**src/rtl/bgrf_pkg.sv**
```systemverilog
`default_nettype none
// ----------------------------------------------------------------------------
// bgrf_pkg
// Shared types, field widths, command and status codes and small helpers
// for the bit-granular ring FIFO.
// ----------------------------------------------------------------------------
package bgrf_pkg;

   localparam int STORE_DEPTH_DEF = 1024;
   localparam int SIZE_RESET      = 1024;

   localparam int SIZE_W   = 11;
   localparam int CMD_W    = 2;
   localparam int DATA_W   = 8;
   localparam int CNT_W    = 4;
   localparam int OFFSET_W = 13;
   localparam int HELD_W   = 14;
   localparam int BYTES_W  = 11;
   localparam int STATUS_W = 2;

   localparam logic [CNT_W-1:0] MAX_BITS = 4'd8;

   localparam logic [CMD_W-1:0] CMD_WRITE = 2'd0;
   localparam logic [CMD_W-1:0] CMD_READ  = 2'd1;
   localparam logic [CMD_W-1:0] CMD_PEEK  = 2'd2;
   localparam logic [CMD_W-1:0] CMD_CLEAR = 2'd3;

   localparam logic [STATUS_W-1:0] STAT_OK       = 2'd0;
   localparam logic [STATUS_W-1:0] STAT_OVERFLOW = 2'd1;
   localparam logic [STATUS_W-1:0] STAT_SHORT    = 2'd2;
   localparam logic [STATUS_W-1:0] STAT_PEEK_ERR = 2'd3;

   typedef struct packed {
      logic [CMD_W-1:0]    command;
      logic [DATA_W-1:0]   data_in;
      logic [CNT_W-1:0]    bit_count;
      logic [OFFSET_W-1:0] bit_offset;
   } req_type;

   typedef struct packed {
      logic [DATA_W-1:0]   read_data;
      logic [CNT_W-1:0]    bits_read;
      logic [STATUS_W-1:0] status;
      logic [HELD_W-1:0]   bits_held;
      logic [BYTES_W-1:0]  bytes_held;
   } rsp_type;

   // Outcome of merging new bits into a two-byte window
   typedef struct packed {
      logic [7:0] byte0;
      logic [7:0] byte1;
      logic       spill;
      logic [7:0] peek_bits;
   } merge_type;

   // Top n bits set, n in 0..8
   function automatic logic [7:0] top_mask(input logic [CNT_W-1:0] n);
      logic [15:0] t;
      t = 16'hff00 >> n;
      return t[7:0];
   endfunction

endpackage
`default_nettype wire

```
**src/rtl/bgrf_merge.sv**
```systemverilog
`default_nettype none
// ----------------------------------------------------------------------------
// bgrf_merge
// Bit insert and extract on a two-byte window starting at a bit position.
// ----------------------------------------------------------------------------
module bgrf_merge (
   input  wire logic [15:0]                  win,
   input  wire logic [2:0]                   bit_pos,
   input  wire logic [bgrf_pkg::CNT_W-1:0]   cnt,
   input  wire logic [bgrf_pkg::DATA_W-1:0]  data,
   input  wire logic                         same_addr,
   output      bgrf_pkg::merge_type          result
);
   import bgrf_pkg::*;

   logic [15:0] mask16;
   logic [15:0] data16;
   logic [15:0] wnew;
   logic [15:0] shifted;

   always_comb begin
      mask16  = {top_mask(cnt), 8'h00} >> bit_pos;
      data16  = {data, 8'h00} >> bit_pos;
      wnew    = (win & ~mask16) | (data16 & mask16);
      shifted = win << bit_pos;
      // a one-byte ring wraps back onto the same byte: fold the low half in
      if (same_addr) begin
         result.byte0 = (wnew[15:8] & ~mask16[7:0]) | (wnew[7:0] & mask16[7:0]);
      end else begin
         result.byte0 = wnew[15:8];
      end
      result.byte1     = wnew[7:0];
      result.spill     = (mask16[7:0] != 8'h00) && !same_addr;
      result.peek_bits = shifted[15:8];
   end

endmodule
`default_nettype wire

```
**config.mk**
```make
export PLATFORM = sky130hd
export DESIGN_NAME = bgrf_merge
export DESIGN_NICKNAME = d
export VERILOG_FILES = /design/src/rtl/bgrf_pkg.sv /design/src/rtl/bgrf_merge.sv
export SDC_FILE = /design/constraint.sdc
export NUM_CORES = 1
export LEC_CHECK = 0
export BUFFER_PORTS_ARGS = -buffer_cell sky130_fd_sc_hd__buf_2
export CAP_MARGIN = 25
export CORE_MARGIN = 1.5
export CORE_UTILIZATION = 56
export DETAILED_ROUTE_END_ITERATION = 8
export PLACE_DENSITY = 0.88
export SETUP_SLACK_MARGIN = 0.02
export SYNTH_ARGS = -nofsm -noshare
export SYNTH_HDL_FRONTEND = slang
export SYNTH_SLANG_ARGS = --single-unit
```
**constraint.sdc**
```tcl
create_clock -name vclk -period 4.3
set_input_delay 0.215 -clock vclk [all_inputs]
set_output_delay 0.215 -clock vclk [all_outputs]
set_load 0.01 [all_outputs]
```
# Word level (Yosys, flattened, before mapping)
# Cells that the tools add are included.
# word_totals
reg_bits	0
input_bits	32
output_inout_bits	25
elab_cells	16
# classes
shift	4
mux	1
bitwise_logic	8
n_reduce_logical	3
# op_table
cell	n
$and 16x16->16	2
$shr 16x3->16	2
$and 8x8->8	2
$not 16->16	1
$or 16x16->16	1
$shl 16x3->16	1
$shr 16x4->8 const A	1
$mux 8	1
$not 8->8	1
$or 8x8->8	1
$reduce_bool 8->1	1
$logic_and 1x1->1	1
$logic_not 1->1	1

# Longest topological paths before layout
# Gate-level depths: netlist of the first run.
# depth
depth_word	8
mapped_depth	8

# Worst setup path after synthesis of the first run
# Ideal clock, no wire load.
# synth_path
kind	input to output
startpoint	input port cnt[2] (netlist bit)
endpoint	output port result[23] (netlist bit)
arrival_time_ps	1587
required_time_ps	4085
path_slack_ps	2498
stages	7
path_cell_list	buf_6 -> buf_2 -> a211oi_1 -> mux2i_1 -> nor2_1 -> mux2_2 -> mux2_2
# synth_rtl
element	line_no	text
start, declared	bgrf_merge.sv:9	input wire logic [bgrf_pkg::CNT_W-1:0] cnt,
end, declared	bgrf_merge.sv:12	output bgrf_pkg::merge_type result

==> results of run 1 <==
final cells by class:
| class | count | area [um^2] | share of cell area (%) |
|---|---|---|---|
| Timing Repair Buffer | 55 | 275 | 16.7 |
| Inverter | 6 | 22.5 | 1.37 |
| Multi-Input combinational cell | 174 | 1310 | 79.6 |
| Tap cell | 30 | 37.5 | 2.28 |
cell usage in the layout (no fill, tap or decap), types with 4 or more instances in the layout:
cell type / count
sky130_fd_sc_hd__nand2b_1: 4
sky130_fd_sc_hd__mux4_2: 4
sky130_fd_sc_hd__nand2_1: 14
sky130_fd_sc_hd__nand3_1: 5
sky130_fd_sc_hd__inv_1: 5
sky130_fd_sc_hd__a31oi_1: 6
sky130_fd_sc_hd__buf_2: 55
sky130_fd_sc_hd__mux2_2: 17
sky130_fd_sc_hd__o21ai_0: 13
sky130_fd_sc_hd__mux2i_1: 26
sky130_fd_sc_hd__nor2_1: 12
sky130_fd_sc_hd__a21oi_1: 18
cells by family (layout without fill, tap and decap cells):
| group | after synthesis | after routing | share of synthesized area (%) |
|---|---|---|---|
| buffers and inverters | 27 | 61 | 10.1 |
| muxes | 48 | 48 | 38.2 |
| AOI/OAI and AO/OA | 67 | 67 | 29.9 |
| xor gates and xnor gates | 5 | 5 | 3.01 |
| and+or+nand+nor | 54 | 54 | 18.8 |
routing by layer:
metal  wire [um]  share of wire, %
met5           0                 0
met2        1970                47
met1        1890                45
met4          35              0.84
met3         259               6.2
how the worst max path moves through the flow:
stage | startpoint | endpoint | slack (ps) | cells after the start
global route | bit_pos[1] | result[23] | 1450 | 7
global placement | bit_pos[1] | result[23] | 1710 | 7
CTS | bit_pos[1] | result[23] | 1610 | 7
detailed placement | bit_pos[1] | result[23] | 1600 | 7
floorplan | cnt[2] | result[23] | 2500 | 7
finish | bit_pos[1] | result[23] | 1540 | 7
worst max-delay path, stage by stage:
cell                        delay (ps)
sky130_fd_sc_hd__buf_2             680
sky130_fd_sc_hd__a21oi_1           170
sky130_fd_sc_hd__a2bb2oi_1         220
sky130_fd_sc_hd__a222oi_1          590
sky130_fd_sc_hd__nand2b_1          190
sky130_fd_sc_hd__mux2_2            320
sky130_fd_sc_hd__buf_2             140
per-stage QoR:
step / hold slack, ps / setup WS (ps) / util (%)
after floorplan: 522 / 2500 / -
after global placement: 430 / 1710 / 66.4
after detailed placement: 430 / 1600 / 66.4
after CTS: 430 / 1610 / 66.4
after global routing: 430 / 1450 / 66.4
final: 430 / 1540 / 66.4
power groups by stage:
| stage | Sequential [mW] | Combinational [mW] | Clock, mW |
|---|---|---|---|
| floorplan | 0 | 0.155 | 0 |
| global placement | 0 | 0.210 | 0 |
| detailed placement | 0 | 0.214 | 0 |
| CTS | 0 | 0.215 | 0 |
| global route | 0 | 0.237 | 0 |
| finish | 0 | 0.217 | 0 |
==> run_results.csv, run 1 <==
group,metric,value,unit
yosys,synth.yosys.warnings,0,
global_route,overflow_after_grt,0,
placed_design,place.port_buffers,55,
route,route.detailed.vias_per_inst,6.36,
pwr,max-vdd-ir-drop,123,uV
yosys,seq_total_area_yosys,0,%
yosys,synth.most_common_cell,"sky130_fd_sc_hd__mux2i_1",
worst_setup_path,timing.critical_path.arrival,2540,ps
route,postRouteAntennaNets,0,
die,die_h,54.0,um
yosys,netlist.area_leader.share,17.9,%
die,initial_utilization,58.8,%
global_route,grt_start_max_net_pins,51,
placed_design,dpl.cell_count,265,
pwr,power.switching,120,uW
placed_design,place_hpwl,3.17,mm
yosys,synthDominantAreaCellType,"sky130_fd_sc_hd__mux2i_1",
die,design.die.area,0.00292,mm^2
route,vias,1686,
clock_tree,post_cts_resized,0,
finish,n_antenna_cell,0,
global_route,busiest_layer,"met2",
timing,report.final.hold_viol_count,0,
route,post_drt_wl_per_cell,15.7,um
global_route,global_route.usage.met2,46.3,%
worst_setup_path,crit_path_end_kind,"output port",
yosys,syn_inst,201,
run_status,run_status,"finished clean",
route,drc_errors,0,
die,die_width,54.0,um
timing,grt_setup_unrepaired,"false",
finish,layout-drive-gt1-share,35.3,%
worst_setup_path,setup.worst_path.start_class,"input pin",
die,boundaryPins,57,
yosys,synth.top_cells.by_count,"26 x sky130_fd_sc_hd__mux2i_1, 18 x sky130_fd_sc_hd__a21oi_1, 17 x sky130_fd_sc_hd__mux2_2",
pwr,clockPowerShare,0,%
finish,final_instance_area,0.00165,mm^2
finish,regArea,0,um^2
route,detail_route.wirelength,4.16,mm
finish,instances_no_fill,265,
die,core.rowCount,18,
pwr,p_comb_share,100.0,%
timing,setup_viol,0,
global_route,number_of_global_route_vias_before_repair,1315,
die,floorplan.core_area,0.00248,mm^2
yosys,syn-cell-area,0.00146,mm^2
timing,final.setup.tns,0,ps
yosys,synth.avg_cell_area,7.25,um^2
worst_setup_path,cp_max_fo,50,
yosys,number_of_library_cell_types_mapped_by_synthesis,49,
global_route,first_pass_grt_wire_length,6.07,mm
worst_hold_path,hold_end,"result[9]",
placed_design,placement.cell_area,0.00165,mm^2
run,max_cap_violations,0,
yosys,synthesis.nets,233,
timing,worst_max_slew_pin_slew,900,ps
global_route,antenna_found_initial,0,
timing,period_needed,2760,ps
clock_tree,ctsHoldBuffers,0,
pwr,leakage,0.756,nW
finish,area.growth.synth_to_final,13.0,%
finish,clock_buffers,0,
finish,design.final.nets,269,
global_route,met3_usage,1.67,%
clock_tree,post_cts.repair.setup_buffers,0,
finish,n_fill_cell,247,
pwr,internal_power_component,96.8,uW
global_route,groute.layer.met1.usage,39.5,%
pwr,powerDensity,132,mW/mm^2
timing,timing_max_transition_violations_final,0,
timing,period_share,64.1,%
worst_hold_path,timing.hold.worst.class,"in2out",
timing,max_freq,363,MHz
pwr,power.switching_fraction,55.4,%
worst_hold_path,hp-start,"win[0]",
worst_setup_path,timing_worst_setup_path_type,"in2out",
pwr,pwr-share-seq,0,%
yosys,synth_top_cells_by_area,"sky130_fd_sc_hd__mux2i_1 18%, sky130_fd_sc_hd__mux2_2 13%, sky130_fd_sc_hd__a21oi_1 6.2%",
route,drt_iter0_markers,68,
worst_hold_path,timing.hold.worst_path_depth,0,
worst_setup_path,worst_ep_required_time,4090,ps
finish,seq_cell_count,0,
pwr,p_total,217,uW
timing,timing.max_slew.rel_slack,40.0,%
placed_design,place.gp.congestion,0.870,
global_route,groute.usage.overall,27.6,%
route,dr.pass1.iters,5,
Power figures use the tool's default switching activity.
==> run 2, diff against run 1 <==
ABC_AREA = 1   (was not set)
CORE_UTILIZATION = 53   (was 56)
PLACE_DENSITY = 0.84   (was 0.88)
clock period = 2.7 ns   (was 4.3 ns; I/O delays follow)
==> run_results.csv, run 2 <==
group,metric,value,unit
pwr,leakage,0.935,nW
pwr,max-vdd-ir-drop,180,uV
route,dr.pass1.iters,5,
worst_setup_path,timing.critical_path.arrival,1820,ps
route,route.detailed.vias_per_inst,5.69,
yosys,synth_top_cells_by_area,"sky130_fd_sc_hd__nand2_1 31%, sky130_fd_sc_hd__nand3_1 20%, sky130_fd_sc_hd__o21ai_0 9.5%",
timing,final.setup.tns,0,ps
finish,area.growth.synth_to_final,14.3,%
placed_design,place.port_buffers,55,
placed_design,dpl.cell_count,379,
worst_setup_path,worst_ep_required_time,2570,ps
timing,timing_max_transition_violations_final,0,
yosys,synth.most_common_cell,"sky130_fd_sc_hd__nand2_1",
global_route,antenna_found_initial,0,
die,design.die.area,0.00309,mm^2
yosys,netlist.area_leader.share,30.7,%
finish,seq_cell_count,0,
worst_setup_path,setup.worst_path.start_class,"input pin",
worst_setup_path,cp_max_fo,35,
route,drc_errors,0,
worst_setup_path,crit_slowest_cell,"sky130_fd_sc_hd__buf_2",
timing,worst_max_slew_pin_slew,613,ps
yosys,synth.avg_cell_area,4.72,um^2
worst_hold_path,timing.hold.worst_path_depth,0,
worst_setup_path,category_of_cells_accounting_for_the_largest_share_of_critical_path_delay,"buffers and inverters",
die,die_h,55.6,um
finish,mostFrequentLayoutCell,"sky130_fd_sc_hd__nand2_1",
clock_tree,post_cts.repair.setup_buffers,0,
yosys,number_of_library_cell_types_mapped_by_synthesis,29,
finish,instances_no_fill,379,
timing,period_needed,1960,ps
clock_tree,ctsHoldBuffers,0,
worst_setup_path,slowest_delay,480,ps
yosys,synth.top_cells.by_count,"120 x sky130_fd_sc_hd__nand2_1, 59 x sky130_fd_sc_hd__nand3_1, 28 x sky130_fd_sc_hd__o21ai_0",
worst_hold_path,timing.hold.worst.class,"in2out",
placed_design,place_hpwl,3.57,mm
finish,regArea,0,um^2
clock_tree,post_cts_resized,0,
run_status,run_status,"finished clean",
worst_setup_path,cp_launch_point,"bit_pos[0]",
worst_setup_path,crit_path_end_kind,"output port",
die,floorplan.core_area,0.00254,mm^2
route,detail_route.wirelength,4.56,mm
placed_design,place.gp.congestion,0.961,
yosys,synth.yosys.warnings,0,
finish,layout-drive-gt1-share,22.6,%
timing,max_freq,511,MHz
global_route,overflow_after_grt,0,
timing,timing.max_slew.rel_slack,59.1,%
timing,report.final.hold_viol_count,0,
timing,period_share,72.5,%
global_route,groute.usage.overall,28.2,%
global_route,grt_start_max_net_pins,36,
global_route,number_of_global_route_vias_before_repair,1685,
finish,final_cell_mix,"120 x sky130_fd_sc_hd__nand2_1, 59 x sky130_fd_sc_hd__nand3_1, 55 x sky130_fd_sc_hd__buf_2, 28 x sky130_fd_sc_hd__o21ai_0",
yosys,syn-cell-area,0.00147,mm^2
finish,design.final.nets,383,
yosys,seq_total_area_yosys,0,%
die,die_width,55.6,um
yosys,syn_inst,311,
route,post_drt_wl_per_cell,12.0,um
timing,grt_setup_unrepaired,"false",
pwr,powerDensity,210,mW/mm^2
worst_setup_path,critical_path.cell_chain,"buf_2 -> inv_4 -> o21ai_0 -> nand2_1 -> nand2_1 -> nand2_1 -> o21ai_0 -> nand2_1 -> o21ai_1 -> inv_1 -> buf_2",
yosys,synthDominantAreaCellType,"sky130_fd_sc_hd__nand2_1",
route,drt_iter0_markers,147,
finish,n_antenna_cell,0,
route,vias,2158,
worst_hold_path,hold_end,"result[9]",
global_route,first_pass_grt_wire_length,7.48,mm
finish,n_fill_cell,266,
die,boundaryPins,57,
worst_setup_path,timing.critical_path.buf_inv,4,
worst_setup_path,critical-path-top-cell-by-count,"sky130_fd_sc_hd__nand2_1",
run,max_cap_violations,0,
finish,clock_buffers,0,
yosys,synthesis.nets,343,
die,initial_utilization,57.7,%
worst_setup_path,timing_worst_setup_path_type,"in2out",
route,postRouteAntennaNets,0,
timing,setup_viol,0,
worst_hold_path,hp-start,"win[0]",
die,core.rowCount,18,
-- run 2: changes by cell type after synthesis, sizes merged, moves of 4 or more --
cell,before,now
or2,0,5
inv,6,20
mux4,4,0
mux2i,26,2
o21ai,14,38
nand3,5,64
nand2b,4,0
nand2,14,127
a31oi,6,0
nor2,12,19
mux2,18,0
a21oi,19,5
-- run 2: layout make-up --
class | instances | area (um^2) | area share (%)
repair buffers | 56 | 283 | 16.9
inverters | 20 | 77.6 | 4.62
well taps | 30 | 37.5 | 2.24
multi-input cells | 273 | 1280 | 76.3
-- run 2: metrics by stage --
step                hold slack, ps  total power, mW  area [um^2]  setup slack, ps  util (%)
CTS                            270            0.347         1680              784      65.9
detailed placement             270            0.345         1680              791      65.9
global route                   270            0.392         1680              550      65.9
global placement               270            0.341         1680              807      65.9
floorplan                      318            0.244         1470             1390         -
finish                         270            0.352         1680              743      65.9
-- run 2: cells by family after synthesis --
group	after synthesis	synth area share [%]
AO/OA/AOI/OAI	48	17.5
buffers and inverters	38	12.8
multiplexers	2	1.36
AND/OR/NAND/NOR	223	68.4
-- run 2: layer usage --
metal  routed length, um  GRT usage (%)
met5                   0              0
met4                  37           1.74
met3                 525           3.49
met2                2010           44.6
met1                1990           42.4
-- run 2: worst max path at each step --
stage               depth (start not counted)  slack, ps          to
finish                                     11        740  result[24]
CTS                                        11        780  result[18]
global route                               11        550  result[18]
detailed placement                         11        790  result[24]
floorplan                                   6       1390   result[0]
global placement                           11        810  result[19]
-- run 2: report_power, final --
group / internal (mW) / switching, mW
sequential: 0 / 0
clock: 0 / 0
combinational: 0.126 / 0.226
total: 0.126 / 0.226
==> run 3, diff against run 2 <==
CORE_UTILIZATION = 47   (was 53)
PLACE_DENSITY = 0.78   (was 0.84)
clock period = 1.6 ns   (was 2.7 ns; I/O delays follow)
==> run_results.csv, run 3 (synthesis results as in run 2) <==
group,metric,value,unit
finish,clock_buffers,0,
global_route,number_of_global_route_vias_before_repair,1822,
die,boundaryPins,57,
finish,n_antenna_cell,0,
clock_tree,ctsHoldBuffers,0,
pwr,power.switching_fraction,62.6,%
timing,report.final.hold_viol_count,0,
pwr,p_comb_share,100.0,%
route,vias,2192,
timing,worst_hold_slack,160,ps
timing,grt_setup_unrepaired,"false",
route,postRouteAntennaNets,0,
timing,final.setup.tns,0,ps
die,die_h,58.9,um
die,design.die.area,0.00347,mm^2
pwr,powerDensity,352,mW/mm^2
pwr,clockPowerShare,0,%
timing,worst_max_slew_pin_slew,322,ps
worst_setup_path,crit_end,"result[21]",
die,initial_utilization,48.9,%
worst_hold_path,timing.hold.worst.class,"in2out",
finish,area.growth.synth_to_final,20.4,%
pwr,pwr-share-seq,0,%
worst_setup_path,critical_path.cell_chain,"clkbuf_4 -> inv_2 -> nand2_2 -> nand3_1 -> nand3_1 -> nand3_1 -> nand2_2 -> nand2_2 -> nor2_2 -> nand3b_1 -> nand2_1 -> buf_2",
timing,setup_viol,0,
finish,n_fill_cell,357,
route,dr.pass1.iters,5,
pwr,power.switching,389,uW
die,die_width,58.9,um
timing,period_share,92.4,%
worst_setup_path,setup.worst_path.start_class,"input pin",
finish,mostFrequentLayoutCell,"sky130_fd_sc_hd__nand2_1",
timing,timing_max_transition_violations_final,0,
route,drc_errors,0,
finish,seq_cell_count,0,
placed_design,place.port_buffers,55,
worst_setup_path,crit_path_end_kind,"output port",
route,drt_iter0_markers,231,
pwr,internal_power_component,233,uW
worst_setup_path,crit_slowest_cell,"sky130_fd_sc_hd__clkbuf_4",
global_route,grt_start_max_net_pins,26,
worst_setup_path,slowest_delay,190,ps
timing,period_needed,1480,ps
finish,final_cell_mix,"120 x sky130_fd_sc_hd__nand2_1, 59 x sky130_fd_sc_hd__nand3_1, 53 x sky130_fd_sc_hd__buf_2, 26 x sky130_fd_sc_hd__o21ai_0, 15 x sky130_fd_sc_hd__inv_1",
worst_setup_path,worst_ep_required_time,1520,ps
run_status,run_status,"finished clean",
global_route,overflow_after_grt,0,
worst_setup_path,cp_launch_point,"cnt[3]",
die,core.rowCount,20,
worst_setup_path,timing_worst_setup_path_type,"in2out",
worst_setup_path,cp_max_fo,13,
placed_design,place.gp.congestion,1.01,
worst_setup_path,timing.critical_path.arrival,1400,ps
global_route,antenna_found_initial,0,
run,max_cap_violations,0,
route,route.detailed.vias_per_inst,5.63,
global_route,groute.usage.overall,28.0,%
placed_design,placement.cell_area,0.00175,mm^2
timing,max_freq,676,MHz
pwr,max-vdd-ir-drop,169,uV
die,floorplan.core_area,0.00300,mm^2
global_route,first_pass_grt_wire_length,7.88,mm
route,detail_route.wirelength,4.76,mm
finish,design.final.nets,390,
pwr,leakage,0.979,nW
finish,layout-drive-gt1-share,24.4,%
finish,final_instance_area,0.00177,mm^2
timing,timing.max_slew.rel_slack,78.0,%
finish,regArea,0,um^2
placed_design,place_hpwl,3.93,mm
route,post_drt_wl_per_cell,12.2,um
-- run 3: changes by cell type in the layout (fill, tap and decap cells not counted), sizes merged --
cell	delta
buf	+5
clkbuf	+2
-- run 3: area by class of cell --
type	instances	area, um^2	area share (%)
repair buffers	63	360	20.4
well taps	33	41.3	2.34
multi-input cells	273	1280	72.6
inverters	20	82.6	4.67
-- run 3: power groups by stage --
stage | sequential (mW) | clock [mW] | combinational [mW]
after floorplan | 0 | 0 | 0.412
after global placement | 0 | 0 | 0.602
after detailed placement | 0 | 0 | 0.609
after CTS | 0 | 0 | 0.611
after global routing | 0 | 0 | 0.697
final | 0 | 0 | 0.622
-- run 3: how the worst min path moves through the flow --
stage | startpoint | endpoint | slack (ps) | cells after the start
floorplan | same_addr | result[8] | 210 | 1
global placement | win[0] | result[9] | 160 | 0
detailed placement | win[0] | result[9] | 160 | 0
CTS | win[0] | result[9] | 160 | 0
global route | win[0] | result[9] | 160 | 0
finish | win[0] | result[9] | 160 | 0
-- run 3: layer usage --
layer  track usage, %  up-vias  wire length [um]
met1             40.5      952              2070
li1                 -     1124                 -
met3            0.440        6               388
met4             6.82        0                80
met2             46.2      110              2230
met5                0        -                 0
-- run 3: repair_timing --
| action | CTS | global route |
|---|---|---|
| gates resized for setup | 0 | 9 |
| buffers inserted | 0 | 0 |
| endpoints found under the setup margin | 0 | 13 |
-- run 3: critical path: cells and delay by family --
family | cells | cell delay, ps
simple gates | 9 | 890
buf+inv | 3 | 410
-- run 3: metrics by stage --
stage	total power [mW]	setup WS, ps	utilization, %	cells
6_report	0.622	121	58.8	389
2_1_floorplan	0.412	396	-	311
5_1_grt	0.697	23.9	58.8	389
3_5_place_dp	0.609	87.9	58.2	389
3_3_place_gp	0.602	116	58.2	389
4_1_cts	0.611	84.5	58.2	389
